$ cat config.mk
export PLATFORM = sky130hd
export DESIGN_NAME = distortion_bitcrusher_chain_top
export DESIGN_NICKNAME = d
export VERILOG_FILES = /design/src/hw/rtl/dbc_pkg.sv /design/src/hw/rtl/dbc_fifo.sv /design/src/hw/rtl/dbc_front.sv /design/src/hw/rtl/dbc_back.sv /design/src/hw/rtl/distortion_bitcrusher_chain_top.sv
export SDC_FILE = /design/constraint.sdc
export NUM_CORES = 1
export LEC_CHECK = 0
export ABC_AREA = 1
export BUFFER_PORTS_ARGS = -buffer_cell sky130_fd_sc_hd__buf_2
export CORE_AREA = 2 2 227 229
export DETAILED_ROUTE_END_ITERATION = 10
export DIE_AREA = 0 0 229 231
export GPL_TIMING_DRIVEN = 0
export PLACE_DENSITY = 0.46
export SLEW_MARGIN = 20
export SYNTH_ARGS = -nofsm -noshare
export SYNTH_HDL_FRONTEND = slang
export SYNTH_HIERARCHICAL = 1
export SYNTH_SLANG_ARGS = --single-unit
$ cat constraint.sdc
create_clock -name clk -period 11.9 [get_ports clk]
set_input_delay 2.38 -clock clk [delete_from_list [all_inputs] [get_ports clk]]
set_output_delay 2.38 -clock clk [all_outputs]
set_load 0.1 [all_outputs]
$ cat src/hw/rtl/dbc_pkg.sv
// Shared types, widths and register map for the distortion / bitcrusher chain.
// No dependencies; imported by dbc_front, dbc_back and the top level.
`timescale 1ns / 1ps

package dbc_pkg;

    // Data path widths
    localparam int SAMPLE_W = 16;
    localparam int GAIN_W   = 8;
    localparam int THR_W    = 15;
    localparam int HOLD_W   = 8;
    localparam int DEPTH_W  = 5;

    // Queue between front and back
    localparam int FIFO_DEPTH_DEF = 4;

    // Configuration port
    localparam int APB_ADDR_W = 5;
    localparam int APB_DATA_W = 32;
    localparam int REG_IDX_W  = 3;

    // Register indexes (byte address = 4 * index)
    typedef enum logic [REG_IDX_W-1:0] {
        REG_DIST_ENABLE    = 3'd0,
        REG_DIST_GAIN      = 3'd1,
        REG_DIST_THRESHOLD = 3'd2,
        REG_CRUSH_ENABLE   = 3'd3,
        REG_HOLD_COUNT     = 3'd4,
        REG_CRUSH_DEPTH    = 3'd5
    } reg_idx_t;

    // Reset values
    localparam logic [GAIN_W-1:0]  DIST_GAIN_RST      = GAIN_W'(1);
    localparam logic [THR_W-1:0]   DIST_THRESHOLD_RST = {THR_W{1'b1}};
    localparam logic [HOLD_W-1:0]  HOLD_COUNT_RST     = HOLD_W'(1);
    localparam logic [DEPTH_W-1:0] CRUSH_DEPTH_RST    = DEPTH_W'(SAMPLE_W);

    // Distortion settings seen by the front
    typedef struct packed {
        logic              enable;
        logic [GAIN_W-1:0] gain;
        logic [THR_W-1:0]  threshold;
    } dist_cfg_t;

    // Bitcrusher settings seen by the back
    typedef struct packed {
        logic               enable;
        logic [HOLD_W-1:0]  hold_count;
        logic [DEPTH_W-1:0] kept_bits;
    } crush_cfg_t;

endpackage

$ cat src/hw/rtl/dbc_fifo.sv
// Short register queue between the distortion front and the bitcrusher back.
// Depends on nothing; width and depth come from parameters.
`timescale 1ns / 1ps

module dbc_fifo #(
    parameter int WIDTH = 16,
    parameter int DEPTH = 4
) (
    input  logic             clk,
    input  logic             rst_n,
    input  logic             push,
    input  logic [WIDTH-1:0] push_data,
    output logic             full,
    input  logic             pop,
    output logic [WIDTH-1:0] pop_data,
    output logic             empty
);

    localparam int PTR_W = (DEPTH > 1) ? $clog2(DEPTH) : 1;
    localparam int CNT_W = $clog2(DEPTH + 1);

    logic [WIDTH-1:0] mem_reg [DEPTH];
    logic [PTR_W-1:0] wr_ptr_reg, wr_ptr_next;
    logic [PTR_W-1:0] rd_ptr_reg, rd_ptr_next;
    logic [CNT_W-1:0] count_reg, count_next;

    assign full     = (count_reg == CNT_W'(DEPTH));
    assign empty    = (count_reg == '0);
    assign pop_data = mem_reg[rd_ptr_reg];

    // Advance pointers with wrap at the last entry
    always_comb
    begin
        wr_ptr_next = wr_ptr_reg;
        rd_ptr_next = rd_ptr_reg;
        count_next  = count_reg;
        if (push)
        begin
            wr_ptr_next = (wr_ptr_reg == PTR_W'(DEPTH - 1)) ? '0 : wr_ptr_reg + 1'b1;
        end
        if (pop)
        begin
            rd_ptr_next = (rd_ptr_reg == PTR_W'(DEPTH - 1)) ? '0 : rd_ptr_reg + 1'b1;
        end
        if (push && !pop)
        begin
            count_next = count_reg + 1'b1;
        end
        else if (pop && !push)
        begin
            count_next = count_reg - 1'b1;
        end
    end

    always_ff @(posedge clk or negedge rst_n)
    begin
        if (!rst_n)
        begin
            wr_ptr_reg <= '0;
            rd_ptr_reg <= '0;
            count_reg  <= '0;
        end
        else
        begin
            wr_ptr_reg <= wr_ptr_next;
            rd_ptr_reg <= rd_ptr_next;
            count_reg  <= count_next;
        end
    end

    // Store payload; no reset needed
    always_ff @(posedge clk)
    begin
        if (push)
        begin
            mem_reg[wr_ptr_reg] <= push_data;
        end
    end

endmodule

$ cat src/hw/rtl/dbc_front.sv
// Front part: accepts samples, applies gain and hard clipping when enabled, feeds the queue.
// Depends on dbc_pkg.
`timescale 1ns / 1ps

module dbc_front
    import dbc_pkg::*;
(
    input  logic                clk,
    input  logic                rst_n,
    input  dist_cfg_t           dist_cfg,
    input  logic                in_valid,
    output logic                in_ready,
    input  logic [SAMPLE_W-1:0] in_data,
    output logic                q_push,
    output logic [SAMPLE_W-1:0] q_data,
    input  logic                q_full
);

    logic [SAMPLE_W+GAIN_W-1:0] prod_full;
    logic                       s1_valid_reg, s1_valid_next;
    logic                       s1_clip_reg;
    logic [SAMPLE_W-1:0]        s1_data_reg;
    logic signed [SAMPLE_W:0]   y_ext;
    logic signed [SAMPLE_W:0]   th_pos;
    logic signed [SAMPLE_W:0]   th_neg;
    logic                       take;

    // Gain product; only the low 16 bits matter after wrap
    assign prod_full = {{GAIN_W{1'b0}}, in_data} * {{SAMPLE_W{1'b0}}, dist_cfg.gain};

    assign q_push   = s1_valid_reg && !q_full;
    assign in_ready = !s1_valid_reg || q_push;
    assign take     = in_valid && in_ready;

    always_comb
    begin
        s1_valid_next = s1_valid_reg;
        if (take)
        begin
            s1_valid_next = 1'b1;
        end
        else if (q_push)
        begin
            s1_valid_next = 1'b0;
        end
    end

    always_ff @(posedge clk or negedge rst_n)
    begin
        if (!rst_n)
        begin
            s1_valid_reg <= 1'b0;
        end
        else
        begin
            s1_valid_reg <= s1_valid_next;
        end
    end

    // Capture wrapped product or bypass sample
    always_ff @(posedge clk)
    begin
        if (take)
        begin
            s1_clip_reg <= dist_cfg.enable;
            s1_data_reg <= dist_cfg.enable ? prod_full[SAMPLE_W-1:0] : in_data;
        end
    end

    // Clamp to +/- threshold
    assign y_ext  = {s1_data_reg[SAMPLE_W-1], s1_data_reg};
    assign th_pos = {2'b00, dist_cfg.threshold};
    assign th_neg = -th_pos;

    always_comb
    begin
        q_data = s1_data_reg;
        if (s1_clip_reg)
        begin
            if (y_ext > th_pos)
            begin
                q_data = th_pos[SAMPLE_W-1:0];
            end
            else if (y_ext < th_neg)
            begin
                q_data = th_neg[SAMPLE_W-1:0];
            end
        end
    end

endmodule

$ cat src/hw/rtl/dbc_back.sv
// Back part: sample hold and bit depth reduction when enabled, drives the output register.
// Depends on dbc_pkg.
`timescale 1ns / 1ps

module dbc_back
    import dbc_pkg::*;
(
    input  logic                clk,
    input  logic                rst_n,
    input  crush_cfg_t          crush_cfg,
    input  logic                q_empty,
    input  logic [SAMPLE_W-1:0] q_data,
    output logic                q_pop,
    output logic                out_valid,
    input  logic                out_ready,
    output logic [SAMPLE_W-1:0] out_sample
);

    logic                out_valid_reg, out_valid_next;
    logic [SAMPLE_W-1:0] out_data_reg;
    logic [HOLD_W-1:0]   hold_counter_reg, hold_counter_next;
    logic [SAMPLE_W-1:0] held_sample_reg, held_sample_next;
    logic [HOLD_W-1:0]   cnt_inc;
    logic [SAMPLE_W-1:0] keep_mask;
    logic [SAMPLE_W-1:0] result;

    assign q_pop      = !q_empty && (!out_valid_reg || out_ready);
    assign out_valid  = out_valid_reg;
    assign out_sample = out_data_reg;

    // Low bits to clear: all ones shifted right by the kept depth
    assign keep_mask = ~({SAMPLE_W{1'b1}} >> crush_cfg.kept_bits);
    assign cnt_inc   = hold_counter_reg + 1'b1;

    // Repeat held sample until the counter reaches the hold setting
    always_comb
    begin
        hold_counter_next = hold_counter_reg;
        held_sample_next  = held_sample_reg;
        result            = q_data;
        if (crush_cfg.enable)
        begin
            if (cnt_inc < crush_cfg.hold_count)
            begin
                hold_counter_next = cnt_inc;
                result            = held_sample_reg;
            end
            else
            begin
                hold_counter_next = '0;
                result            = q_data & keep_mask;
                held_sample_next  = result;
            end
        end
    end

    always_comb
    begin
        out_valid_next = out_valid_reg;
        if (q_pop)
        begin
            out_valid_next = 1'b1;
        end
        else if (out_ready)
        begin
            out_valid_next = 1'b0;
        end
    end

    always_ff @(posedge clk or negedge rst_n)
    begin
        if (!rst_n)
        begin
            out_valid_reg    <= 1'b0;
            hold_counter_reg <= '0;
            held_sample_reg  <= '0;
        end
        else
        begin
            out_valid_reg <= out_valid_next;
            if (q_pop)
            begin
                hold_counter_reg <= hold_counter_next;
                held_sample_reg  <= held_sample_next;
            end
        end
    end

    // Load output payload on each transfer out of the queue
    always_ff @(posedge clk)
    begin
        if (q_pop)
        begin
            out_data_reg <= result;
        end
    end

endmodule

$ cat src/hw/rtl/distortion_bitcrusher_chain_top.sv
// Top level of the distortion / bitcrusher chain: register file and wiring.
// Depends on dbc_pkg, dbc_front, dbc_fifo, dbc_back.
//
//   channel   direction  handshake                 payload
//   s_axis    in         s_tvalid / s_tready       s_tdata[15:0] = sample_in
//   m_axis    out        m_tvalid / m_tready       m_tdata[15:0] = sample_out
//   apb       in         psel, penable, pready     paddr[4:2] = register, pwdata
//
// One sample per cycle sustained while m_tready is high; the result is offered
// on m_tvalid once the input transfer has passed the gain register (loaded at
// the transfer), the queue entry and the output register.
// rst_n clears all handshake state, the hold counter, the held sample and the
// registers to their defaults. The front and back stall independently: the
// queue of FIFO_DEPTH entries absorbs output stalls before s_tready drops.
`timescale 1ns / 1ps

module distortion_bitcrusher_chain_top
    import dbc_pkg::*;
#(
    parameter int FIFO_DEPTH = FIFO_DEPTH_DEF
) (
    input  logic                  clk,
    input  logic                  rst_n,
    // Input stream
    input  logic                  s_tvalid,
    output logic                  s_tready,
    input  logic [SAMPLE_W-1:0]   s_tdata,   // [15:0] sample_in
    // Output stream
    output logic                  m_tvalid,
    input  logic                  m_tready,
    output logic [SAMPLE_W-1:0]   m_tdata,   // [15:0] sample_out
    // Configuration port
    input  logic                  psel,
    input  logic                  penable,
    input  logic                  pwrite,
    input  logic [APB_ADDR_W-1:0] paddr,
    input  logic [APB_DATA_W-1:0] pwdata,
    output logic [APB_DATA_W-1:0] prdata,
    output logic                  pready
);

    dist_cfg_t           dist_cfg_reg;
    crush_cfg_t          crush_cfg_reg;
    reg_idx_t            reg_idx;
    logic                wr_en;
    logic                q_push;
    logic                q_pop;
    logic                q_full;
    logic                q_empty;
    logic [SAMPLE_W-1:0] q_wdata;
    logic [SAMPLE_W-1:0] q_rdata;

    assign pready  = 1'b1;
    assign reg_idx = reg_idx_t'(paddr[4:2]);
    assign wr_en   = psel && penable && pwrite && pready;

    // Register writes
    always_ff @(posedge clk or negedge rst_n)
    begin
        if (!rst_n)
        begin
            dist_cfg_reg.enable      <= 1'b0;
            dist_cfg_reg.gain        <= DIST_GAIN_RST;
            dist_cfg_reg.threshold   <= DIST_THRESHOLD_RST;
            crush_cfg_reg.enable     <= 1'b0;
            crush_cfg_reg.hold_count <= HOLD_COUNT_RST;
            crush_cfg_reg.kept_bits  <= CRUSH_DEPTH_RST;
        end
        else if (wr_en)
        begin
            case (reg_idx)
                REG_DIST_ENABLE:    dist_cfg_reg.enable      <= pwdata[0];
                REG_DIST_GAIN:      dist_cfg_reg.gain        <= pwdata[GAIN_W-1:0];
                REG_DIST_THRESHOLD: dist_cfg_reg.threshold   <= pwdata[THR_W-1:0];
                REG_CRUSH_ENABLE:   crush_cfg_reg.enable     <= pwdata[0];
                REG_HOLD_COUNT:     crush_cfg_reg.hold_count <= pwdata[HOLD_W-1:0];
                REG_CRUSH_DEPTH:    crush_cfg_reg.kept_bits  <= pwdata[DEPTH_W-1:0];
                default:            ;
            endcase
        end
    end

    // Register reads
    always_comb
    begin
        case (reg_idx)
            REG_DIST_ENABLE:    prdata = APB_DATA_W'(dist_cfg_reg.enable);
            REG_DIST_GAIN:      prdata = APB_DATA_W'(dist_cfg_reg.gain);
            REG_DIST_THRESHOLD: prdata = APB_DATA_W'(dist_cfg_reg.threshold);
            REG_CRUSH_ENABLE:   prdata = APB_DATA_W'(crush_cfg_reg.enable);
            REG_HOLD_COUNT:     prdata = APB_DATA_W'(crush_cfg_reg.hold_count);
            REG_CRUSH_DEPTH:    prdata = APB_DATA_W'(crush_cfg_reg.kept_bits);
            default:            prdata = '0;
        endcase
    end

    dbc_front u_front (
        .clk       (clk),
        .rst_n     (rst_n),
        .dist_cfg  (dist_cfg_reg),
        .in_valid  (s_tvalid),
        .in_ready  (s_tready),
        .in_data   (s_tdata),
        .q_push    (q_push),
        .q_data    (q_wdata),
        .q_full    (q_full)
    );

    dbc_fifo #(
        .WIDTH (SAMPLE_W),
        .DEPTH (FIFO_DEPTH)
    ) u_fifo (
        .clk       (clk),
        .rst_n     (rst_n),
        .push      (q_push),
        .push_data (q_wdata),
        .full      (q_full),
        .pop       (q_pop),
        .pop_data  (q_rdata),
        .empty     (q_empty)
    );

    dbc_back u_back (
        .clk        (clk),
        .rst_n      (rst_n),
        .crush_cfg  (crush_cfg_reg),
        .q_empty    (q_empty),
        .q_data     (q_rdata),
        .q_pop      (q_pop),
        .out_valid  (m_tvalid),
        .out_ready  (m_tready),
        .out_sample (m_tdata)
    );

endmodule
**After elaboration in Yosys (flattened, before gate mapping)**

Memories as Yosys holds them, arrays and structs flattened.
Cells that the tools add are included.

- Bitwise operators: 2
- Reductions and logical operators: 27
- Shift operators: 1
- Eq/ne operators: 8
- Muxes and demuxes: 18
- $add $sub $neg: 6
- $lt $le $gt $ge: 3
- $mul: 1

Operators by type and width:

| operator | number |
|---|---|
| $mux 16 | 6 |
| $pmux 15 s6 | 1 |
| $lt 16x17->1 | 1 |
| $neg 15->17 | 1 |
| $and 16x16->16 | 1 |
| $gt 16x16->1 | 1 |
| $mul 16x8->16 | 1 |
| $not 16->16 | 1 |
| $shr 16x5->16 const A | 1 |
| $reduce_and 2->1 | 7 |
| $eq 3x3->1 const B | 3 |
| $add 8x1->8 const B | 1 |
| $lt 8x8->1 | 1 |
| $mux 8 | 1 |
| $logic_and 1x1->1 | 7 |
| $eq 3x2->1 const B | 2 |
| $logic_not 1->1 | 6 |
| $logic_not 3->1 | 2 |
| $mux 1 | 6 |
| $mux 3 | 2 |
| $reduce_bool 2->1 | 3 |
| $add 2x1->2 const B | 2 |
| $eq 2x2->1 const B | 2 |
| $mux 2 | 2 |
| 4 further kinds | 5 |

- Memories kept: 1
- Bits in registers: 104
- Word-level logic and storage cells: 83
- RAM bits: 64

Memory list:

| name | words | bits a word | read ports | clocked after Yosys merged registers in | wr ports | RTL line | text |
|---|---|---|---|---|---|---|---|
| u_fifo.mem_reg | 4 | 16 | 1 | 0 | 1 | dbc_fifo.sv:22 | `logic [WIDTH-1:0] mem_reg [DEPTH];` |

**Longest topological paths before layout**

Gate-level depths: netlist (run 1).

- Depth after elaboration: 7
- Depth in mapped cells: 22
- Mapped depth without buffers: 22

**By module**

Netlist (run 1), hierarchy kept.

By module, submodules not included:

| module | cells an instance | times used | area each (um^2) |
|---|---|---|---|
| dbc_front | 848 | 1 | 5562.8 |
| dbc_fifo | 238 | 1 | 2985.4 |
| dbc_back | 318 | 1 | 2441.1 |
| distortion_bitcrusher_chain_top | 252 | 1 | 2026.9 |

**Worst setup path after synthesis (run 1)**

Ideal clock, no wire load.

- Path type: input -> output
- From: input paddr[2]
- To: output prdata[10]
- Stages: 4
- Slack: 5.374 ns
- Data arrival time: 4.146 ns
- Data required time: 9.520 ns
- Path through: buf_4 nor3_4 inv_1 nor2_1

- Longest elaborated chain between the ends: 2
- Elaborated cells between the ends (all ways): 7

Ends and longest elaborated chain:

| what | RTL line | text |
|---|---|---|
| from (decl) | distortion_bitcrusher_chain_top.sv:36 | `input logic [APB_ADDR_W-1:0] paddr,` |
| $eq 3x3->1 (tied with other cells) | distortion_bitcrusher_chain_top.sv:86 | `case (reg_idx)` |
| $pmux 15 s6 * | distortion_bitcrusher_chain_top.sv:86 |  |
| to (decl) | distortion_bitcrusher_chain_top.sv:38 | `output logic [APB_DATA_W-1:0] prdata,` |

Mark *: on every way between the ends. The rest lies on a longest branch, timed or not.

**Worst setup path in the final report (run 1)**

- From: input s_tdata[4]
- To: register u_front.s1_data_reg[10], data pin

- Longest elaborated chain between the ends: 2

Ends and longest elaborated chain:

| what | RTL line | text |
|---|---|---|
| from (decl) | distortion_bitcrusher_chain_top.sv:27 | `input logic [SAMPLE_W-1:0] s_tdata,` |
| $mul 16x8->16 | dbc_front.sv:29 | `assign prod_full = {{GAIN_W{1'b0}}, in_data} * {{SAMPLE_W{1'b0}}, dist_cfg.gain};` |
| $mux 16 | dbc_front.sv:66 | `s1_data_reg <= dist_cfg.enable ? prod_full[SAMPLE_W-1:0] : in_data;` |
| to (signal assigned) | dbc_front.sv:66 |  |
| to (decl) | dbc_front.sv:22 | `logic [SAMPLE_W-1:0] s1_data_reg;` |

Every way passes these cells.
A chain may end at the register's enable or synchronous reset.

==> summary.txt, run 1 <==
Die
  • Die X: 229 um
  • Initial core utilization: 25.7%
  • Die Height: roughly 230 um
  • # IOs: roughly 110
  • Row count: 83
  • Die area: 52900 um2
  • CORE AREA: 50700 um2

Synthesis
  • Synth area leaders: edfxtp_1 22%, nand2_1 15%, dfrtp_1 10%, inv_1 9.4%, fa_1 9.4%
  • Post-Syn Area per Cell: 7.86 um2
  • Most frequent cells after synthesis: 515 x nand2_1, 326 x inv_1, 112 x nand3_1
  • Synth Warn #: 6
  • Synth async-reset ratio: 42.3%
  • Synth Instances: 1656
  • Synth Register Bits: 168
  • Main flop type after synthesis: edfxtp_1
  • Post-synth cell types: 46
  • Sequential area share after synthesis: a little over a third
  • Most frequent cell after synthesis: nand2_1
  • Area leader, netlist: edfxtp_1
  • Area fraction of the dominant cell type after synthesis: 22.4%
  • Post-synth EDFFs: 97
  • Post-Syn Area: 13000 um2

Critical path
  • Crit path depth: 17
  • Arrival time at the worst endpoint: 6.77 ns
  • CP bufs+invs: 4
  • Worst r2r src: dist_cfg_reg[20]
  • Reg2reg setup slack: between 6 and 7 ns
  • Critical-path top delay cell: clkbuf_1
  • Worst Setup EP: u_front/s1_data_reg[10]
  • Largest fanout on the critical path: 9
  • Register-to-Register Path Depth: 17
  • Worst Path Required: between 10 and 15 ns
  • Delay-heaviest family, CP: adder cells
  • Worst setup path class: in -> reg
  • Startpoint types: input pin
  • Worst stage delay on the critical path: 0.55 ns
  • Critical path, cell by cell: clkbuf_1 > nand2_1 > fa_1 > fa_1 > inv_1 > fa_1 > inv_1 > fa_1 > inv_1 > ha_1 > a21oi_1 > o21ai_0 > a21oi_1 > o21ai_0 > or2_2 > nand3_1 > nand2_1
  • R2R Path End: u_front/s1_data_reg[10]
  • Setup crit start: s_tdata[4]
  • Worst path most repeated cell: fa_1
  • Crit end category: register

Timing
  • Hold_ws: 0.481 ns
  • Final Max Tran Viols: 0
  • Setup TNS: 0 ns
  • Setup Skew: roughly 0.015 ns
  • Min setup slack post-route: approximately 5.3 ns
  • Slew Limit Headroom: 47.1%
  • Unrepaired setup endpoints after global routing: false
  • Highest Clock Rate: 152 MHz
  • Final min period: 6.57 ns
  • Worst Max-Slew Pin Slew: 0.793 ns
  • Period utilisation layout: 55.2%
  • Final setup violation count: 0
  • Final hold vios: 0

Route
  • Routed wl met3: 1340 um
  • Met2 wire length: 17500 um
  • Uppermost layer routed: met5
  • DRT Wirelength: 37400 um
  • Router iterations before antenna repair: 7
  • First DRT Iteration DRCs: 541
  • Met1 wire length: 18100 um
  • Post-route ant nets: 0
  • Post-DR vias/cell: approximately 4.3
  • Vias: 10600
  • Wirelength per Cell: 15.3 um
  • # DRC: 0

Clock network
  • Sink Count: 168
  • Resize count post-CTS: 0
  • CTS root buf: clkbuf_16
  • CTS H-tree lvls: 4
  • Worst-path clk slew: about 0.070 ns
  • Clk Latency, worst-skew pair: 0.45 ns
  • Total CTS buffers: 17
  • Clock Path Buffers: 2
  • Setup Buffers After CTS: 0
  • CTS Hold Bufs: 0
  • CTS tree: built

Global route
  • Largest net degree at the start of global routing: 55
  • Remaining global-route overflow: 0
  • GRT Overall Usage: 14.4%
  • First-pass GRT wire length: 58700 um
  • Initial antenna violation count: 1
  • Vias in the first global route: 10500

Hold path
  • Worst Min Path Start: u_back/held_sample_reg[10]
  • Hold Path Cell Cnt: 2
  • Class of the worst hold path: reg -> reg

Final layout
  • Non-Filler Instances: 2447
  • Final Cell Area: 14900 um2
  • Synth-to-layout area growth: 14.4%
  • Ant diodes: 0
  • Largest register FFs: 64
  • Nets: around 2000
  • Layout cells sized above 1: around an eighth

Placement
  • # port buffers: 62
  • Cells after DPL: 2415
  • Post-DP HPWL: 29600 um
  • Placed cell areas: 14300 um2
  • Setup WS pre-CTS: 4.89 ns
  • Gp weighted congestion: 0.876

Run status
  • Status: finished, final reports clean

Power
  • Lkg Pwr: 7.76 nW
  • IR drop worst, VDD: 118 uV
  • Power Density: between 200 and 250 nW/um2

Job
  • Max Cap Violations: 0
-- worst reg2reg max path: stages, from the launching register on --
cell	delay [ns]
dfrtp_1	0.42
clkbuf_1	0.54
nand2_1	0.15
fa_1	0.50
fa_1	0.55
inv_1	0.06
fa_1	0.54
inv_1	0.06
fa_1	0.53
inv_1	0.04
ha_1	0.35
a21oi_1	0.19
o21ai_0	0.15
a21oi_1	0.20
o21ai_0	0.12
or2_2	0.29
nand3_1	0.07
nand2_1	0.05
-- metrics by stage --
stage	utilization [%]	power (mW)
after floorplan	-	2.40
after global placement	28.1	2.90
after detailed placement	28.2	2.91
after CTS	29.4	3.50
after global routing	29.4	3.76
final	29.4	3.46
-- power breakdown --
| group | leakage (nW) | total, mW | internal, mW | switching, mW |
|---|---|---|---|---|
| logic | 5.68 | 1.92 | 0.569 | 1.35 |
| registers | 1.78 | 0.967 | 0.854 | 0.114 |
| clock network | 0.296 | 0.570 | 0.302 | 0.268 |
| total | 7.76 | 3.46 | 1.73 | 1.73 |
-- layout make-up --
type / count / area (um2)
plain buffers: 73 / 469
clock buffers: 18 / 429
clock inverters: 14 / 179
fillers: 5536 / 35800
inverters: 340 / 1290
multi-input cells: 1091 / 6620
flip-flops and latches: 168 / 4710
well taps: 680 / 851
repair buffers: 63 / 340
-- routing by layer --
layer,track usage (%),vias up
li1,-,5331
met3,1.88,28
met4,3.63,2
met2,23.8,219
met5,0,-
met1,19.7,4971
-- cell usage in the layout, fill, tap and decap left out, types with 4 or more instances in the layout --
| master | synthesis | layout |
|---|---|---|
| nand2_1 | 515 | 515 |
| inv_1 | 326 | 326 |
| nand3_1 | 112 | 112 |
| edfxtp_1 | 97 | 97 |
| buf_2 | 17 | 78 |
| ha_1 | 70 | 70 |
| fa_1 | 61 | 61 |
| nor2_1 | 55 | 55 |
| dfrtp_1 | 53 | 53 |
| o21ai_0 | 44 | 44 |
| a21oi_1 | 38 | 37 |
| o211ai_1 | 34 | 34 |
| nand4_1 | 31 | 31 |
| buf_4 | 24 | 25 |
| clkbuf_1 | 22 | 23 |
| xor2_1 | 21 | 21 |
| nand2_2 | 20 | 20 |
| conb_1 | 2 | 18 |
| dfstp_2 | 18 | 18 |
| clkbuf_16 | 0 | 17 |
| o21ai_1 | 12 | 12 |
| inv_2 | 10 | 10 |
| buf_6 | 9 | 9 |
| nor3_1 | 9 | 9 |
| inv_6 | 1 | 7 |
| xnor2_1 | 7 | 7 |
| a31oi_1 | 6 | 6 |
| nor2_4 | 5 | 5 |
| clkinv_8 | 0 | 4 |
| or2_2 | 4 | 4 |
-- logic make-up after synthesis --
group | share of synthesized area [%]
xor gates and xnor gates | 1.88
DFF | 36.2
other | 0.0577
adders and majority gates | 16.1
AOI/OAI and AO/OA | 6.52
and+or+nand+nor | 25.7
buffers and inverters | 13.5
-- how the worst min path moves through the flow --
stage | end | slack [ns]
6_report | u_back/held_sample_reg[10] | 0.48
5_1_grt | u_back/held_sample_reg[15] | 0.50
4_1_cts | u_back/held_sample_reg[10] | 0.48
3_5_place_dp | u_back/held_sample_reg[10] | 0.47
3_3_place_gp | u_back/held_sample_reg[2] | 0.47
2_1_floorplan | u_back/held_sample_reg[10] | 0.45
Power figures use the tool's default switching activity.
==> run 2, diff against run 1 <==
- ABC_AREA: 1 -> 0
- CORE_AREA: 2 2 227 229 -> 2 2 219 221
- DIE_AREA: 0 0 229 231 -> 0 0 221 223
- clock period: 11.9 -> 6.7 ns (I/O delays scaled with it)
==> run 2 against run 1 <==
Clock power increased by 64%. Area after synthesis is 7.3% lower. Non-clock buffer count up 3. Combinational power rose by 77%. Critical path type unchanged. Die area shrank 6.8%. Critical path depth decreased by 1. Register-to-register slack worse by 5.6 ns.
==> summary.txt, run 2 <==
Placement
  • Cells after DPL: 1807 (-25%)
  • Post-DP HPWL: 24800 um (-16%)
  • Setup WS pre-CTS: 0.676 ns (-4.22 ns)
  • Gp weighted congestion: 0.851 (-2.8%)
  • Placed cell areas: 13300 um2 (-6.8%)
  • # port buffers: 73 (+18%)

Final layout
  • Fin util: 29.4% (about the same)
  • Final Cell Area: 13900 um2 (-6.9%)
  • Fill cells: 4939 (-11%)
  • Layout cells sized above 1: 19.1% (+6.6 points)
  • Commonest non-fill, non-tap cell in the layout: inv_1
  • Synth-to-layout area growth: 14.8%
  • Ant diodes: 0 (unchanged)
  • Largest register FFs: 64 (unchanged)
  • Nets: 1402 (-28%)
  • Register area: 4710 um2 (unchanged)
  • Multi-input gate area: 6520 um2 (-1.5%)
  • Non-Filler Instances: 1839 (-25%)
  • Most frequent cells in the layout: 142 x inv_1, 97 x edfxtp_1, 90 x and2_1, 83 x buf_2, 70 x ha_1

Synthesis
  • Sequential area share after synthesis: 39.1% (+2.8 points)
  • Largest family of logic cells by synthesized area: adder cells
  • Synthesized-area fraction occupied by adder cells: 17.4% (+1.3 points)
  • Post-synthesis simple-gate area fraction: 13.1% (-13 points)
  • Post-synth EDFFs: 97 (unchanged)
  • Main flop type after synthesis: edfxtp_1
  • Synth async-reset ratio: 42.3% (unchanged)
  • Synth Area in XOR/XNOR: 3.19% (+1.3 points)
  • Area leader, netlist: edfxtp_1
  • Most frequent cells after synthesis: 142 x inv_1, 97 x edfxtp_1, 90 x and2_1
  • Synth Register Bits: 168 (unchanged)
  • Synth area leaders: edfxtp_1 24%, dfrtp_1 11%, fa_1 10%, ha_1 7.3%, and2_1 4.7%
  • Post-synth cell types: 79 (+72%)
  • Synth Instances: 1102 (-33%)
  • Synth Warn #: 6 (unchanged)
  • Post-Syn Area: 12100 um2 (-7.3%)
  • Post-Syn Area per Cell: 10.9 um2 (+39%)
  • Mux contribution to synthesized area: 9.00% (+9.0 points)
  • Post-synthesis compound-gate area fraction: 10.7% (+4.2 points)
  • Most frequent cell after synthesis: inv_1
  • Area fraction of the dominant cell type after synthesis: 24.1% (+1.8 points)

Power
  • IR drop worst, VDD: 409 uV (+250%)
  • Power Density: 443 nW/um2 (+91%)
  • Total power draw: 6.14 mW (+78%)
  • Lkg Pwr: 5.83 nW (-25%)

Critical path
  • Startpoint types: input pin
  • Register-to-Register Path Depth: 17 (unchanged)
  • Worst Setup EP: u_front/s1_data_reg[14]
  • Worst r2r src: dist_cfg_reg[17]
  • Crit end category: register
  • Arrival time at the worst endpoint: 5.73 ns (-1.04 ns)
  • Largest fanout on the critical path: 9 (unchanged)
  • Reg2reg setup slack: 1.26 ns (-5.59 ns)
  • Setup crit start: s_tdata[1]
  • Worst setup path class: in -> reg
  • Worst Path Required: 6.88 ns (-5.22 ns)
  • R2R Path End: u_front/s1_data_reg[15]

Global route
  • Vias in the first global route: 8845 (-16%)
  • Remaining global-route overflow: 0 (unchanged)
  • Busiest grt layer: met2
  • Met1 Use GR: 17.4% (-2.3 points)
  • First-pass GRT wire length: 51500 um (-12%)
  • GR Layer Usage met2: 23.3% (-0.57 points)
  • GRT Overall Usage: 13.4% (-1.0 points)
  • Initial antenna violation count: 1 (unchanged)
  • Largest net degree at the start of global routing: 52 (-5.5%)
  • GR met3 Demand/Resource: 1.69% (-0.19 points)

Clock network
  • CTS H-tree lvls: 4 (unchanged)
  • Clock Path Buffers: 2 (unchanged)
  • Setup Buffers After CTS: 0 (unchanged)
  • CTS tree: built
  • CTS root buf: clkbuf_16
  • Worst-path clk slew: 0.07 ns (about the same)
  • Clk Latency, worst-skew pair: 0.43 ns (-0.02 ns)
  • CTS Hold Bufs: 0 (unchanged)
  • Resize count post-CTS: 0 (unchanged)
  • Total CTS buffers: 17 (unchanged)
  • Sink Count: 168 (unchanged)

Timing
  • Period utilisation layout: between 80% and 90%
  • Unrepaired setup endpoints after global routing: false
  • Final Max Tran Viols: 0 (unchanged)
  • Worst Max-Slew Pin Slew: 0.942 ns (+0.150 ns)
  • Setup Skew: 0.00791 ns (-0.00715 ns)
  • Hold_ws: 0.486 ns (+0.00485 ns)
  • Final min period: approximately 5.6 ns
  • Highest Clock Rate: 180 MHz
  • Setup TNS: 0 ns (unchanged)
  • Slew Limit Headroom: 37.2% (-9.9 points)
  • Final hold vios: 0 (unchanged)
  • Min setup slack post-route: 1.15 ns (-4.18 ns)
  • Final setup violation count: 0 (unchanged)

Job
  • Max Cap Violations: 0 (unchanged)

Die
  • Initial core utilization: 25.6% (-0.089 points)
  • Row count: 80 (-3.6%)
  • Die X: 221 um (-3.5%)
  • Die area: 49300 um2 (-6.8%)
  • # IOs: 111 (unchanged)
  • CORE AREA: 47100 um2 (-7.0%)
  • Die Height: 223 um (-3.5%)

Route
  • Post-route ant nets: 0 (unchanged)
  • DRT Wirelength: 32000 um (-14%)
  • First DRT Iteration DRCs: 546 (+0.92%)
  • Post-DR vias/cell: 4.62 (+7.1%)
  • Vias: 8489 (-20%)
  • Router iterations before antenna repair: 5 (-2)
  • Wirelength per Cell: 17.4 um (+14%)
  • # DRC: 0 (unchanged)

Hold path
  • Class of the worst hold path: reg -> reg

Run status
  • Status: finished, final reports clean
==> run 2: cell count changes in the layout (fill, tap and decap cells not counted), moves of 13 or more <==
cell      change
and2_1       +90
nand2_1     -455
nand3_1      -90
a21oi_1      -13
mux2_2       +50
nor2_1       -16
nand4_1      -20
o211ai_1     -30
inv_1       -184
o21ai_0      +16
xnor2_1      +27
o221ai_1     +13
nand2_2      -20
==> run 2: logic make-up after synthesis <==
family | after synthesis
flops | 168
other cells | 2
compound gates | 189
xor+xnor | 44
mux | 78
buf+inv | 207
fa+ha+maj | 131
simple gates | 283
==> run 2: layout make-up <==
| cell class | instances | share of cell area, % |
|---|---|---|
| timing repair buffer | 74 | 2.85 |
| buffer | 65 | 2.68 |
| multi-input combinational | 743 | 47.1 |
| tap | 615 | 5.55 |
| sequential | 168 | 34.0 |
| clock inverter | 15 | 0.930 |
| clock buffer | 17 | 3.07 |
| inverter | 142 | 3.85 |
==> run 2: worst min path at each step <==
stage | slack (ns) | cells past startpoint | to | startpoint
2_1_floorplan | 0.45 | 0 | u_front/s1_clip_reg | dist_cfg_reg[23]
3_3_place_gp | 0.49 | 1 | u_fifo/count_reg[2] | u_fifo/count_reg[2]
5_1_grt | 0.53 | 1 | u_fifo/count_reg[2] | u_fifo/count_reg[2]
4_1_cts | 0.49 | 1 | u_fifo/count_reg[2] | u_fifo/count_reg[2]
6_report | 0.49 | 1 | u_fifo/count_reg[2] | u_fifo/count_reg[2]
3_5_place_dp | 0.48 | 1 | u_fifo/count_reg[2] | u_fifo/count_reg[2]
==> run 2: metal layers <==
metal / wire length, um / vias to the layer above
met1: 14700 / 4251
met3: 910 / 21
met4: 498 / 0
met2: 15900 / 180
li1: - / 4037
met5: 0 / -
==> run 2: worst max-delay path: stages <==
cell and delay [ns]:
buf_2 0.16, and2_1 0.19, fa_1 0.45, fa_1 0.54
inv_1 0.05, fa_1 0.47, fa_1 0.55, inv_1 0.05
ha_1 0.34, nand2_1 0.08, o21ai_1 0.10, o41a_1 0.38
a41o_1 0.28, o41a_1 0.33, xor2_1 0.14, mux2_2 0.28
==> run 2: power by group <==
| group | leakage [nW] | internal, mW | switching, mW |
|---|---|---|---|
| Combinational | 3.78 | 1.24 | 2.17 |
| Sequential | 1.78 | 1.59 | 0.212 |
| Clock | 0.266 | 0.512 | 0.423 |
| Total | 5.83 | 3.33 | 2.80 |
